### config.mk
export PLATFORM = sky130hd
export DESIGN_NAME = csdc_scan
export DESIGN_NICKNAME = d
export VERILOG_FILES = /design/src/hdl/csdc_pkg.sv /design/src/hdl/csdc_scan.sv
export SDC_FILE = /design/constraint.sdc
export NUM_CORES = 1
export LEC_CHECK = 0
export BUFFER_PORTS_ARGS = -buffer_cell sky130_fd_sc_hd__buf_2
export CORE_MARGIN = 2
export CORE_UTILIZATION = 52
export CTS_CLUSTER_SIZE = 30
export DETAILED_ROUTE_END_ITERATION = 8
export GPL_TIMING_DRIVEN = 0
export PLACE_DENSITY = 0.95
export REMOVE_ABC_BUFFERS = 1
export SLEW_MARGIN = 10
export SYNTH_ARGS = -nofsm -noshare
export SYNTH_HDL_FRONTEND = slang
export SYNTH_SLANG_ARGS = --single-unit
### constraint.sdc
create_clock -name clk -period 5.9 [get_ports clk]
set_input_delay 0.295 -clock clk [delete_from_list [all_inputs] [get_ports clk]]
set_output_delay 0.295 -clock clk [all_outputs]
set_load 0.05 [all_outputs]
### src/hdl/csdc_pkg.sv
// ----------------------------------------------------------------------------
// csdc_pkg
// Shared types and constants for the cross-sequence dominance count unit.
// ----------------------------------------------------------------------------
`default_nettype none

package csdc_pkg;

  // history geometry
  localparam int HISTORY_DEPTH = 1024;
  localparam int VALUE_BITS    = 31;
  localparam int ADDR_W        = $clog2(HISTORY_DEPTH);
  localparam int COUNT_W       = ADDR_W + 1;

  // result field widths
  localparam int SCORE_W   = 19;
  localparam int ROUNDS_W  = 11;
  localparam logic [SCORE_W-1:0] SCORE_MAX = {SCORE_W{1'b1}};

  typedef logic [VALUE_BITS-1:0] value_t;
  typedef logic [ADDR_W-1:0]     addr_t;
  typedef logic [COUNT_W-1:0]    count_t;
  typedef logic [SCORE_W-1:0]    score_t;
  typedef logic [SCORE_W:0]      score_sum_t;
  typedef logic [ROUNDS_W-1:0]   rounds_t;

  // input item
  typedef struct packed {
    logic [30:0] first_value;
    logic [30:0] second_value;
    logic        last_round;
  } in_item_t;

  // result item
  typedef struct packed {
    logic [18:0] first_score;
    logic [18:0] second_score;
    logic [10:0] rounds_seen;
    logic        history_full;
    logic        final_res;
  } out_item_t;

  // scan request from the control to the scanner
  typedef struct packed {
    logic   start;
    count_t count;
  } scan_req_t;

  // scan status back to the control
  typedef struct packed {
    logic   done;
    count_t first_gain;
    count_t second_gain;
  } scan_stat_t;

endpackage

`default_nettype wire

### src/hdl/csdc_scan.sv
// ----------------------------------------------------------------------------
// csdc_scan
// Walks the stored history one entry a cycle and counts, for each sequence,
// the stored entries of the other sequence strictly below its current value.
// ----------------------------------------------------------------------------
`default_nettype none

module csdc_scan (
  input  wire logic                   clk,
  input  wire logic                   rst,
  input  wire csdc_pkg::scan_req_t    req,
  input  wire csdc_pkg::value_t       first_value,
  input  wire csdc_pkg::value_t       second_value,
  input  wire csdc_pkg::value_t       first_rd_data,
  input  wire csdc_pkg::value_t       second_rd_data,
  output logic                        rd_en,
  output csdc_pkg::addr_t             rd_addr,
  output csdc_pkg::scan_stat_t        stat
);

  logic               busy;
  logic               pending;
  csdc_pkg::count_t   count;
  csdc_pkg::count_t   issue_idx;
  csdc_pkg::count_t   first_gain;
  csdc_pkg::count_t   second_gain;

  // read issue while entries remain
  assign rd_en   = busy && (issue_idx < count);
  assign rd_addr = issue_idx[csdc_pkg::ADDR_W-1:0];

  // control: busy flag and read-data tracking
  always_ff @(posedge clk) begin
    if (rst) begin
      busy    <= 1'b0;
      pending <= 1'b0;
    end else begin
      pending <= rd_en;
      if (req.start) begin
        busy <= 1'b1;
      end else if (busy && !rd_en && !pending) begin
        busy <= 1'b0;
      end
    end
  end

  // address counter and gain counters
  always_ff @(posedge clk) begin
    if (req.start) begin
      count       <= req.count;
      issue_idx   <= '0;
      first_gain  <= '0;
      second_gain <= '0;
    end else begin
      if (rd_en) begin
        issue_idx <= issue_idx + csdc_pkg::count_t'(1);
      end
      if (pending) begin
        if (second_rd_data < first_value) begin
          first_gain <= first_gain + csdc_pkg::count_t'(1);
        end
        if (first_rd_data < second_value) begin
          second_gain <= second_gain + csdc_pkg::count_t'(1);
        end
      end
    end
  end

  // status back to the control
  assign stat = {busy && !req.start && !rd_en && !pending, first_gain, second_gain};

endmodule

`default_nettype wire

# == After elaboration in Yosys (flattened, before gate mapping) ==
# Index checks and enable logic that the tools add are counted.
# word_totals
inputBits,138
reg_bits,46
out_inout_bits,34
elab_cells,26
# op_classes
magnitude_cmp,3
muxes,2
reduce_logical,12
add_sub_neg,3
# op_table
cell,count
31-bit less-than comparator,2
"11-bit by 1-bit adder with 11-bit output, second input constant",3
11-bit less-than comparator,1
1-bit logical AND,6
2-bit AND reduction,2
1-bit zero test,3
1-bit two-way mux,2
2-bit nonzero test,1

# == Longest topological paths before layout ==
# logic_depth
depth_word,7
ltp_mapped,10

# == Worst setup path after synthesis ==
# Ideal clock, no wire load.
# synth_timing
path_type,input to register
from,input port first_value[29]
to,register first_gain[5]
stages,8
path_slack_ps,3664
setup_ps,121
n_path_buf,0
arrival_ps,2115
cell_sequence,inv_1 ha_1 nand4_2 or4_4 o221ai_2 a21oi_2 nand2_1 mux2_2
# synth_via
elab_chain_len,2
# synth_rtl
item,line,text
"start, declared",csdc_scan.sv:12,"input wire csdc_pkg::value_t first_value,"
31-bit less-than comparator,csdc_scan.sv:59,if (second_rd_data < first_value) begin
2-bit AND reduction (no source line),--,
"end signal, assigned",csdc_scan.sv:60,first_gain <= first_gain + csdc_pkg::count_t'(1);
"end, declared",csdc_scan.sv:25,csdc_pkg::count_t first_gain;
# No other way between the ends.
# A chain may end at the register's enable or synchronous reset.

# == Worst setup path in the final report ==
# layout_timing
from,register issue_idx[8]
to,output port rd_en
# layout_via
elab_chain_len,2
# layout_rtl
item,line,text
"start, declared",csdc_scan.sv:24,csdc_pkg::count_t issue_idx;
"start signal, assigned",csdc_scan.sv:56,issue_idx <= issue_idx + csdc_pkg::count_t'(1);
11-bit less-than comparator,csdc_scan.sv:29,assign rd_en = busy && (issue_idx < count);
1-bit logical AND,csdc_scan.sv:29,
"end, declared",csdc_scan.sv:16,"output logic rd_en,"
# No other way between the ends.

==> run_results.csv <==
group,metric,value,unit
timing,worst-slew-pin-transition,1170,ps
floorplan,rows,31,
setup_path,worstPathArrival,2570,ps
setup_path,crit_required,5610,ps
setup_path,r2r_end,"issue_idx[8]$_SDFFE_PP0P_",
grt,grt_max_degree,68,
min_path,min-delay-path-class,"in2reg",
floorplan,die_area,0.00829,sq mm
timing,hold_violations,0,
synthesis,synthDistinctLibCells,51,
cts,cts_max_level,2,
synthesis,synth_enable_flop_cells,11,
synthesis,yosysSeqAreaShare,26.2,%
floorplan,die_w,91.1,um
cts,cts_tree,"yes",
drt,wl_met2,5270,um
layout,multi_input_area,0.00251,sq mm
timing,slew_viol_final,0,
timing,finalCritPeriodShare,48.6,%
layout,design_area,0.00488,sq mm
synthesis,synth-main-ff-cell,"dfxtp_1",
synthesis,ys_ff_latch,46,
layout,syn_to_final_growth,23.8,%
synthesis,avgSynthCellArea,8.40,sq um
layout,utilization,66.9,%
drt,wire_per_inst,13.5,um
timing,hold_ws,172,ps
placed_design,globalplace.congestion,0.862,
timing,slew_headroom,22.1,%
cts,clk_path_buf_depth,2,
floorplan,initial_core_util,54.0,%
synthesis,netlist.area_leader.share,23.2,%
layout,diodes,0,
synthesis,yosysMostFrequentCell,"inv_1",
drt,met1_length,3800,um
power_and_ir_drop,leakagePower,2.69,nW
flow_run,max_cap_viol_count,0,
grt,grt_pass1_wl,16700,um
synthesis,syn_inst,469,
placed_design,dp_worst_setup_slack,3240,ps
drt,finalWirelength,9820,um
setup_path,start_kind,"flip-flop",
power_and_ir_drop,pwr_density_cell,146,mW/mm^2
layout,seq_area,0.00103,sq mm
timing,max_freq,349,MHz
setup_path,reg2reg_depth,8,
setup_path,startpoint,"issue_idx[8]$_SDFFE_PP0P_",
cts,clk_pin_slew_worst_paths,90,ps
floorplan,fp.dieH,91.1,um
synthesis,synth.area.top_cells,"ha_1 23%, dfxtp_1 18%, edfxtp_1 8.4%, inv_1 7.0%, mux2_2 4.9%",
drt,vias,3907,
layout,nNetsFinal,838,
placed_design,hpwl,8130,um
cts,post_cts_buffers,0,
placed_design,place_area,0.00480,sq mm
placed_design,io_buffers,171,
timing,tns,0,ps
drt,drtIter0Drc,157,
grt,track_usage,23.8,%
cts,cts_buffers,5,
cts,insertion_delay,290,ps
setup_path,rr_startpoint,"issue_idx[8]$_SDFFE_PP0P_",
setup_path,cp_max_fo,13,
setup_path,ff2ff_setup_slack,3360,ps
setup_path,critPathCapture,"rd_en",
cts,cts_hold_buf,0,
timing,fin_crit,2870,ps
floorplan,ios,172,
synthesis,synth-async-reset-ratio,0,%
timing,rsz0062_at_grt,"false",
synthesis,netlist_area,0.00394,sq mm
grt,antenna_found_initial,0,
cts,clock-root-buffer,"clkbuf_8",
run_status,outcome,"complete, no violations",
floorplan,core_area,0.00729,sq mm
cts,clock-sinks,46,
cts,cts_resized,0,
timing,finClkSkew,4.16,ps
power_and_ir_drop,vdd_ir_drop_max,0.000116,V
layout,drive_gt1_share,33.0,%
grt,grt_pass1_vias,4099,
setup_path,crit_path_end_kind,"output port",
timing,finalSetupViolCount,0,
synthesis,synth.cells.most_frequent,"74 x inv_1, 73 x ha_1, 43 x nor2_1, 35 x dfxtp_1, 26 x a21oi_1",
layout,fillers,604,
setup_path,critical_path_class,"reg2out",
drt,vias_per_cell,5.37,
drt,drtPass1Iterations,4,
synthesis,yosysTopAreaCell,"ha_1",
timing,finalWorstSetupSlack,3030,ps
synthesis,yosys_warnings,0,
drt,route.met3.wl,572,um
drt,ant_nets,0,
drt,routed.top_layer,"met4",
grt,grt.overflow.total,0,
drt,drc,0,
stage by stage:
step / instances / power [mW]
after floorplan: 449 / 0.449
after global placement: 719 / 0.516
after detailed placement: 719 / 0.532
after CTS: 727 / 0.719
after global routing: 727 / 0.758
final: 727 / 0.714
power breakdown:
part | internal, mW | switching [mW]
registers | 0.332 | 0.00629
logic | 0.0880 | 0.0990
clock network | 0.0824 | 0.106
state kept, by name, summed over array words and instances, names as in the netlist:
register	count
busy	1
count	11
first_gain	11
issue_idx	11
pending	1
second_gain	11
worst min-delay path by stage:
| stage | cells after the start | endpoint | start |
|---|---|---|---|
| after detailed placement | 1 | count[4]$_DFFE_PP_ | req[4] |
| after global routing | 1 | count[3]$_DFFE_PP_ | req[3] |
| after floorplan | 1 | first_gain[8]$_SDFFE_PP0P_ | req[11] |
| final | 1 | count[2]$_DFFE_PP_ | req[2] |
| after global placement | 1 | count[6]$_DFFE_PP_ | req[6] |
| after CTS | 1 | count[4]$_DFFE_PP_ | req[4] |
metal layers:
layer	track usage (%)	vias to the layer above
li1	-	1934
met1	25.0	1807
met2	47.4	145
met3	4.32	21
met4	6.69	0
met5	0	-
logic make-up after synthesis:
| group | synth area share (%) |
|---|---|
| XOR/XNOR | 1.56 |
| AO/OA/AOI/OAI | 13.1 |
| adder cells (fa/ha/maj) | 23.2 |
| flip-flops | 26.2 |
| buffers and inverters | 10.2 |
| AND/OR/NAND/NOR | 20.2 |
| multiplexers | 5.65 |
worst max-delay path, stage by stage (launching register included):
cell and delay, ps:
dfxtp_1 420, ha_1 280, a21o_1 160, a21o_1 170, a21oi_1 220, nand2_1 120, a21oi_2 510, buf_2 380
cell usage in the layout, fill, tap and decap left out, types with 2 or more instances in the layout:
master	instances
nand2b_1	6
o211ai_1	3
mux2_2	17
xnor2_1	6
mux2i_1	2
o21ai_0	6
nor2_1	43
a21o_1	13
ha_1	73
inv_1	74
and3_1	5
o21ai_1	2
a31o_2	2
dfxtp_1	35
a21oi_1	26
or3_1	3
buf_2	171
a21oi_2	3
edfxtp_1	11
clkinv_2	2
a221oi_1	2
nand4_1	16
and4_1	2
a211oi_1	8
nor3_1	9
nor4_1	3
nand3_1	18
clkbuf_8	5
nand2_1	20
nor2b_1	22
cell type report:
cell class / count / area share [%]
multi-input cells: 329 / 51.4
flip-flops and latches: 46 / 21.1
repair buffers: 171 / 17.5
inverters: 74 / 5.69
well taps: 99 / 2.54
clock buffers: 6 / 1.49
clock inverters: 2 / 0.205
Power figures use the tool's default switching activity.
