$ cat config.mk
export PLATFORM = sky130hd
export DESIGN_NAME = csdc_ram
export DESIGN_NICKNAME = d
export VERILOG_FILES = /design/src/hdl/csdc_ram.sv
export SDC_FILE = /design/constraint.sdc
export NUM_CORES = 1
export LEC_CHECK = 0
export BUFFER_PORTS_ARGS = -buffer_cell sky130_fd_sc_hd__buf_4
export CORE_ASPECT_RATIO = 0.6
export CORE_MARGIN = 3
export CORE_UTILIZATION = 40
export DETAILED_ROUTE_END_ITERATION = 12
export PLACE_DENSITY_LB_ADDON = 0.25
export SLEW_MARGIN = 20
export SYNTH_ARGS = -nofsm -noshare
export SYNTH_HDL_FRONTEND = slang
export SYNTH_SLANG_ARGS = --single-unit
$ cat constraint.sdc
create_clock -name clk -period 4.44 [get_ports clk]
set_input_delay 0.666 -clock clk [delete_from_list [all_inputs] [get_ports clk]]
set_output_delay 0.666 -clock clk [all_outputs]
set_load 0.02 [all_outputs]
$ cat src/hdl/csdc_ram.sv
// ----------------------------------------------------------------------------
// csdc_ram
// Generic single-write, single-read RAM with a registered read port.
// ----------------------------------------------------------------------------
`default_nettype none

module csdc_ram #(
  parameter int WIDTH = 8,
  parameter int DEPTH = 16
) (
  input  wire logic                     clk,
  input  wire logic                     wr_en,
  input  wire logic [$clog2(DEPTH)-1:0] wr_addr,
  input  wire logic [WIDTH-1:0]         wr_data,
  input  wire logic                     rd_en,
  input  wire logic [$clog2(DEPTH)-1:0] rd_addr,
  output logic      [WIDTH-1:0]         rd_data
);

  logic [WIDTH-1:0] mem [DEPTH];

  // write port and registered read port
  always_ff @(posedge clk) begin
    if (wr_en) begin
      mem[wr_addr] <= wr_data;
    end
    if (rd_en) begin
      rd_data <= mem[rd_addr];
    end
  end

endmodule

`default_nettype wire

-- Yosys cells after proc, flatten, opt, wreduce, memory -nomap -nowiden
Memories as Yosys holds them, arrays and structs flattened. A register that Yosys moved wholly into a read port is not among the register bits.
Index checks and enable logic that the tools add are counted.
- mux-type cells: 2
- operators with widths (operator ; number):
    1-bit 2-to-1 mux ; 2
- register bits: 0
- memory bits (writable): 128
- bits of input ports: 19
- output and inout bits: 8
- word-level logic and storage cells: 3
- memories: 1
- memory list (memory ; words ; width ; rd ports ; clocked after Yosys merged registers in ; write ports ; RTL line ; text):
    mem ; 16 ; 8 ; 1 ; 1 ; 1 ; 20 ; logic [WIDTH-1:0] mem [DEPTH];

-- Depth between registers and ports, before layout
Gate-level depths: netlist of run 1.
- depth in word-level cells: 2
- depth in mapped cells: 5

-- Least setup slack after synthesis of run 1
No wires, ideal clock.
- path type: input port to flip-flop
- start point: in wr_addr[2]
- end point: mem mem[0][0], enable pin
- arrival time: 1.776 ns
- data required time: 4.057 ns
- slack: 2.281 ns
- stages: 2
- buffers on the path: 0
- cell sequence: or3b_2 > nor3_1
- RTL lines (what ; RTL line ; text):
    start: declaration ; 13 ; input wire logic [$clog2(DEPTH)-1:0] wr_addr,
    end: declaration ; 20 ;
Straight into the memory's write port.

-- Worst setup path in the final report of run 1
- start point: in wr_addr[2]
- end point: mem mem[2][0], enable pin
Straight into the memory's write port.

==> run metrics, run 1 <==
outcome=finished, final reports clean; Die ar.=14,520 um2; most numerous cell in the Yosys netlist=edfxtp_1; Layout Skew=9.394 ps; pin count of the biggest net entering global routing=33; reg2reg setup slack=2890 ps; vias per inst=5.437; # hold bufs at CTS=0; setup TNS=0 ps; Slew Limit Fails=0; Leak Pwr=0.002027 uW; post-synth top area share=78.12%; synth top area cells=edfxtp_1, mux4_2, mux4_1; first-pass GRT wire length=15,630 um; initial antenna violation count=0; CP Class=in -> reg; H-tree depth=4; layout cells sized above 1=29.03%; RSZ-0062 raised after global routing=no; syn avg cell area=22.83 um2; Async SR Flop Fraction=0%; period utilization=46.07%; number of synthesized flops with an enable pin=136; VDD IR max=0.3328 mV; n_diodes=0; cell-internal power=2389 uW; Comb pwr share=4.7%; fmax=0.4888 GHz; Die Height=94.55 um; post_cts resized=0; Mapped Cells=229; clk_lat worst skew=410 ps; switch share=20.63%; number of remaining DRC errors=0; vias=2,414; IO Pins=27; Hold Vio Cnt, Final=0; DRT antenna net count=0; arrival time at the worst endpoint=2080 ps; drt first-iter violations=201; clock buffer count from CTS=17; clk slew on worst S/H paths=60 ps; DP Wirelength=6596 um; clk root buf=clkbuf_16; # setup viols final=0; Hold Crit Class=in -> reg; Total GRT Usage=15.36%; Hold Slack=570.4 ps; crit path max fanout=8; fin nets=285; clk buf depth=2; number of global-route vias before repair=2,447; Net Switching=621.0 uW; synth cell count leaders=edfxtp_1, mux4_2, a22oi_1, mux4_1, nor2_1; first-pass detailed-route iteration total=4; Core Region=12,410 um2; Port Buffer Count=26; Critical Path RT=4470 ps; CP Launch Type=primary input; post-synth top area cell=edfxtp_1; predominant post-synthesis flop cell=edfxtp_1; Yosys cell types=18; Initial Util=42.12%; worst slew pin tran=1016 ps; drt total wl=10,430 um; total gr overflow=0; power per cell area=487.5 nW/um2; final cell count without fillers=444; Chip Width=153.6 um; setup bufs post-CTS=0; Final Wtd Congestion=0.7270; CTS tree=yes; DR WL/cell=23.50 um; Area Overhead vs Synth=18.09%; number of synthesized register bits=136; fraction of the yosys area taken by sequential cells=78.12%; Slew HR=32.03%; Syn Nets=248; Tmin final=2046 ps; Reg power frac=48.4%; Max Cap Viol=0; Power Total=3010 uW; CP Capture Type=register; Netlist Area Pre-Place=5228 um2; Synth warnings=0; Row Count=31; Cells after DPL=412; power share of the clock group=46.9%; clk sinks=136
[worst paths after layout]
kind                                           start                   end  cells past startpoint
worst max-delay path                      wr_addr[2]   mem[2][0]$_DFFE_PP_                      3
worst min-delay path                           rd_en  rd_data[2]$_DFFE_PP_                      1
worst max register to register  mem[14][6]$_DFFE_PP_  rd_data[6]$_DFFE_PP_                      3
worst min register to register   mem[7][2]$_DFFE_PP_  rd_data[2]$_DFFE_PP_                      3
[sequential cells by signal, indices dropped and copies added, names as in the netlist]
| signal | count |
|---|---|
| rd_data | 8 |
| mem | 128 |
[metal layers]
layer / GRT usage (%) / wire (um) / vias to the layer above
li1: - / - / 1064
met2: 20.37 / 4465 / 84
met5: 0 / 0 / -
met3: 6.456 / 902 / 9
met1: 23.02 / 4968 / 1257
met4: 4.555 / 98 / 0
[worst max-delay path: stages]
cell	delay (ps)
buf_4	120
or3b_2	530
nor2_1	760
[stage by stage]
stage / worst slack (ps) / cell area [um2] / util, %
after floorplan: 2281 / 5228 / -
after global placement: 1973 / 5563 / 44.82
after detailed placement: 1917 / 5563 / 44.82
after CTS: 2328 / 6166 / 49.68
after global routing: 2316 / 6173 / 49.74
final: 2394 / 6173 / 49.74
[area by class of cell]
type	count	area (um2)
fill	984	6238
clock inverter	15	177.7
tap	165	206.4
multi-input combinational	83	1070
sequential	136	4084
clock buffer	17	425.4
timing repair buffer	28	210.2
[cell families (layout without fill, tap and decap cells)]
family          Yosys count  after routing  share of synthesized area, %
simple gates             35             35                         3.136
flops                   136            136                         78.12
mux                      32             32                         14.79
buf+inv                  10             60                         1.651
compound gates           16             16                         2.298
[cell usage in the layout (no fill, tap or decap)]
| master | synthesis | final |
|---|---|---|
| a22oi_1 | 16 | 16 |
| and2_1 | 1 | 1 |
| and2b_1 | 1 | 1 |
| buf_4 | 1 | 28 |
| bufinv_16 | 0 | 3 |
| clkbuf_16 | 0 | 17 |
| clkinv_1 | 0 | 1 |
| clkinv_2 | 0 | 2 |
| clkinv_4 | 0 | 3 |
| clkinvlp_4 | 0 | 4 |
| edfxtp_1 | 136 | 136 |
| inv_6 | 0 | 2 |
| mux4_1 | 14 | 14 |
| mux4_2 | 18 | 18 |
| nand2_1 | 9 | 9 |
| nand2b_1 | 2 | 2 |
| nand3_1 | 1 | 1 |
| nand3b_1 | 2 | 2 |
| nor2_1 | 13 | 12 |
| nor2_2 | 0 | 1 |
| nor2b_1 | 1 | 1 |
| nor3_1 | 4 | 2 |
| nor3_2 | 0 | 2 |
| or3b_2 | 1 | 1 |
[power groups by stage]
stage          combinational, uW  sequential, uW  clock, uW
2_1_floorplan               73.0            1490          0
3_3_place_gp                 141            1480          0
3_5_place_dp                 144            1480          0
4_1_cts                      144            1460       1440
5_1_grt                      155            1460       1500
6_report                     142            1460       1410
Power figures use the tool's default switching activity.
==> run 2, diff against run 1 <==
- clock period: 4.44 -> 1.8 ns (I/O delays scaled with it)
==> run metrics, run 2 (synthesized netlist as in run 1, its figures left out) <==
outcome=finished, final reports clean; Worst R2R Path Depth=3 (unchanged); drt first-iter violations=175 (-13%); vias per inst=5.400 (-0.69%); clk buf depth=2 (unchanged); Die Height=94.55 um (unchanged); switch share=19.98% (-0.65 points); Multi-input gate area=1057 um2 (-1.2%); Final Wtd Congestion=0.7547 (+3.8%); commonest non-fill, non-tap cell in the layout=edfxtp_1; CP endpoint=rd_data[1]$_DFFE_PP_; worst r2r src=mem[8][1]$_DFFE_PP_; Critical Path RT=1960 ps (-2510 ps); Leak Pwr=0.002220 uW (+9.5%); Reg area=4084 um2 (unchanged); power per cell area=1176 nW/um2 (+140%); Hold Vio Cnt, Final=0 (unchanged); reg2reg end=rd_data[1]$_DFFE_PP_; Port Buffer Count=26 (unchanged); n_diodes=0 (unchanged); arrival time at the worst endpoint=1630 ps (-450 ps); Initial Util=42.12% (unchanged); Top Registers=mem x128, rd_data x8; layout cells sized above 1=34.42% (+5.4 points); pin count of the biggest net entering global routing=19 (-42%); # hold bufs at CTS=0 (unchanged); clk root buf=clkbuf_16; DR WL/cell=23.09 um (-1.8%); fin nets=314 (+10%); Slew HR=71.34% (+39 points); Comb pwr share=5.1% (+0.4 points); drt total wl=10,920 um (+4.7%); vias=2,554 (+5.8%); clock buffer count from CTS=17 (unchanged); first-pass GRT wire length=16,680 um (+6.8%); Layout Skew=10.06 ps (+0.6669 ps); Total GRT Usage=16.12% (+0.77 points); post_cts resized=0 (unchanged); reg2reg setup slack=330 ps (-2560 ps); Reg power frac=47.4% (-1.0 points); number of remaining DRC errors=0 (unchanged); H-tree depth=4 (unchanged); Net Switching=1516 uW (+140%); crit path max fanout=1 (-7); commonest cells after routing, fill and taps aside=edfxtp_1, buf_4, mux4_2; Row Count=31 (unchanged); clk slew on worst S/H paths=60 ps (about the same); IO Pins=27 (unchanged); period utilization=81.91%; total gr overflow=0 (unchanged); setup TNS=0 ps (unchanged); CTS tree=yes; clk_lat worst skew=410 ps (about the same); cell-internal power=6069 uW (+150%); Fillers=987 (+0.30%); Largest Register=mem; first-pass detailed-route iteration total=4 (unchanged); Area Overhead vs Synth=23.38%; Chip Width=153.6 um (unchanged); Die ar.=14,520 um2 (unchanged); Slew Limit Fails=0 (unchanged); DP Wirelength=7260 um (+10%); number of global-route vias before repair=2,679 (+9.5%); Max Cap Viol=0 (unchanged); CP startpoint=mem[8][1]$_DFFE_PP_; max FFs per register=128 (unchanged); setup bufs post-CTS=0 (unchanged); CP Launch Type=register; Hold Crit Class=in -> reg; worst slew pin tran=429.8 ps (-586.0 ps); VDD IR max=0.7392 mV (+120%); CP Class=reg -> reg; RSZ-0062 raised after global routing=no; power share of the clock group=47.5% (+0.6 points); initial antenna violation count=0 (unchanged); Core Region=12,410 um2 (unchanged); # setup viols final=0 (unchanged); clk sinks=136 (unchanged); DRT antenna net count=0 (unchanged); Tmin final=1474 ps; Hold Slack=179.0 ps (-391.4 ps); CP Capture Type=register; fmax=0.6783 GHz
==> run 2: cell type report <==
type / count / share of cell area (%)
Sequential cell: 136 / 63.32
Multi-Input combinational cell: 83 / 16.39
Timing Repair Buffer: 57 / 7.410
Clock buffer: 17 / 6.596
Tap cell: 165 / 3.201
Clock inverter: 15 / 3.084
==> run 2: worst min-delay path by stage <==
stage,startpoint,end,slack [ps],cells past startpoint
6_report,wr_data[5],mem[13][5]$_DFFE_PP_,180,1
5_1_grt,rd_en,rd_data[2]$_DFFE_PP_,170,1
4_1_cts,wr_data[5],mem[13][5]$_DFFE_PP_,170,1
3_5_place_dp,wr_data[5],mem[15][5]$_DFFE_PP_,590,1
3_3_place_gp,wr_data[5],mem[14][5]$_DFFE_PP_,580,1
2_1_floorplan,wr_data[0],mem[0][0]$_DFFE_PP_,370,0
==> run 2: through the flow <==
step	power, uW	cell area [um2]	setup WS, ps	util [%]	std cells
after floorplan	3848	5228	37.13	-	229
after global placement	4040	5826	46.84	46.94	441
after detailed placement	4049	5826	42.82	46.94	441
after CTS	7655	6450	323.8	51.97	473
after global routing	7835	6450	253.0	51.97	473
final	7585	6450	325.6	51.97	473
==> run 2: power groups by stage <==
stage | Clock (uW) | Sequential, uW | Combinational, uW
2_1_floorplan | 0 | 3670 | 180
3_3_place_gp | 0 | 3660 | 383
3_5_place_dp | 0 | 3660 | 390
4_1_cts | 3670 | 3590 | 394
5_1_grt | 3820 | 3600 | 417
6_report | 3600 | 3590 | 386
==> run 2: layer usage <==
layer / part of all wire, % / wire, um / track usage [%] / vias to the layer above
li1: - / - / - / 1116
met1: 47 / 5093 / 23.34 / 1339
met2: 44 / 4810 / 23.18 / 88
met3: 8.2 / 894 / 4.853 / 11
met4: 1.1 / 122 / 6.172 / 0
met5: 0 / 0 / 0 / -
==> run 2: worst max-delay path: stages (launching register included) <==
cell and delay [ps]:
edfxtp_1 410, mux4_1 520, a22oi_1 220, nand2_1 70
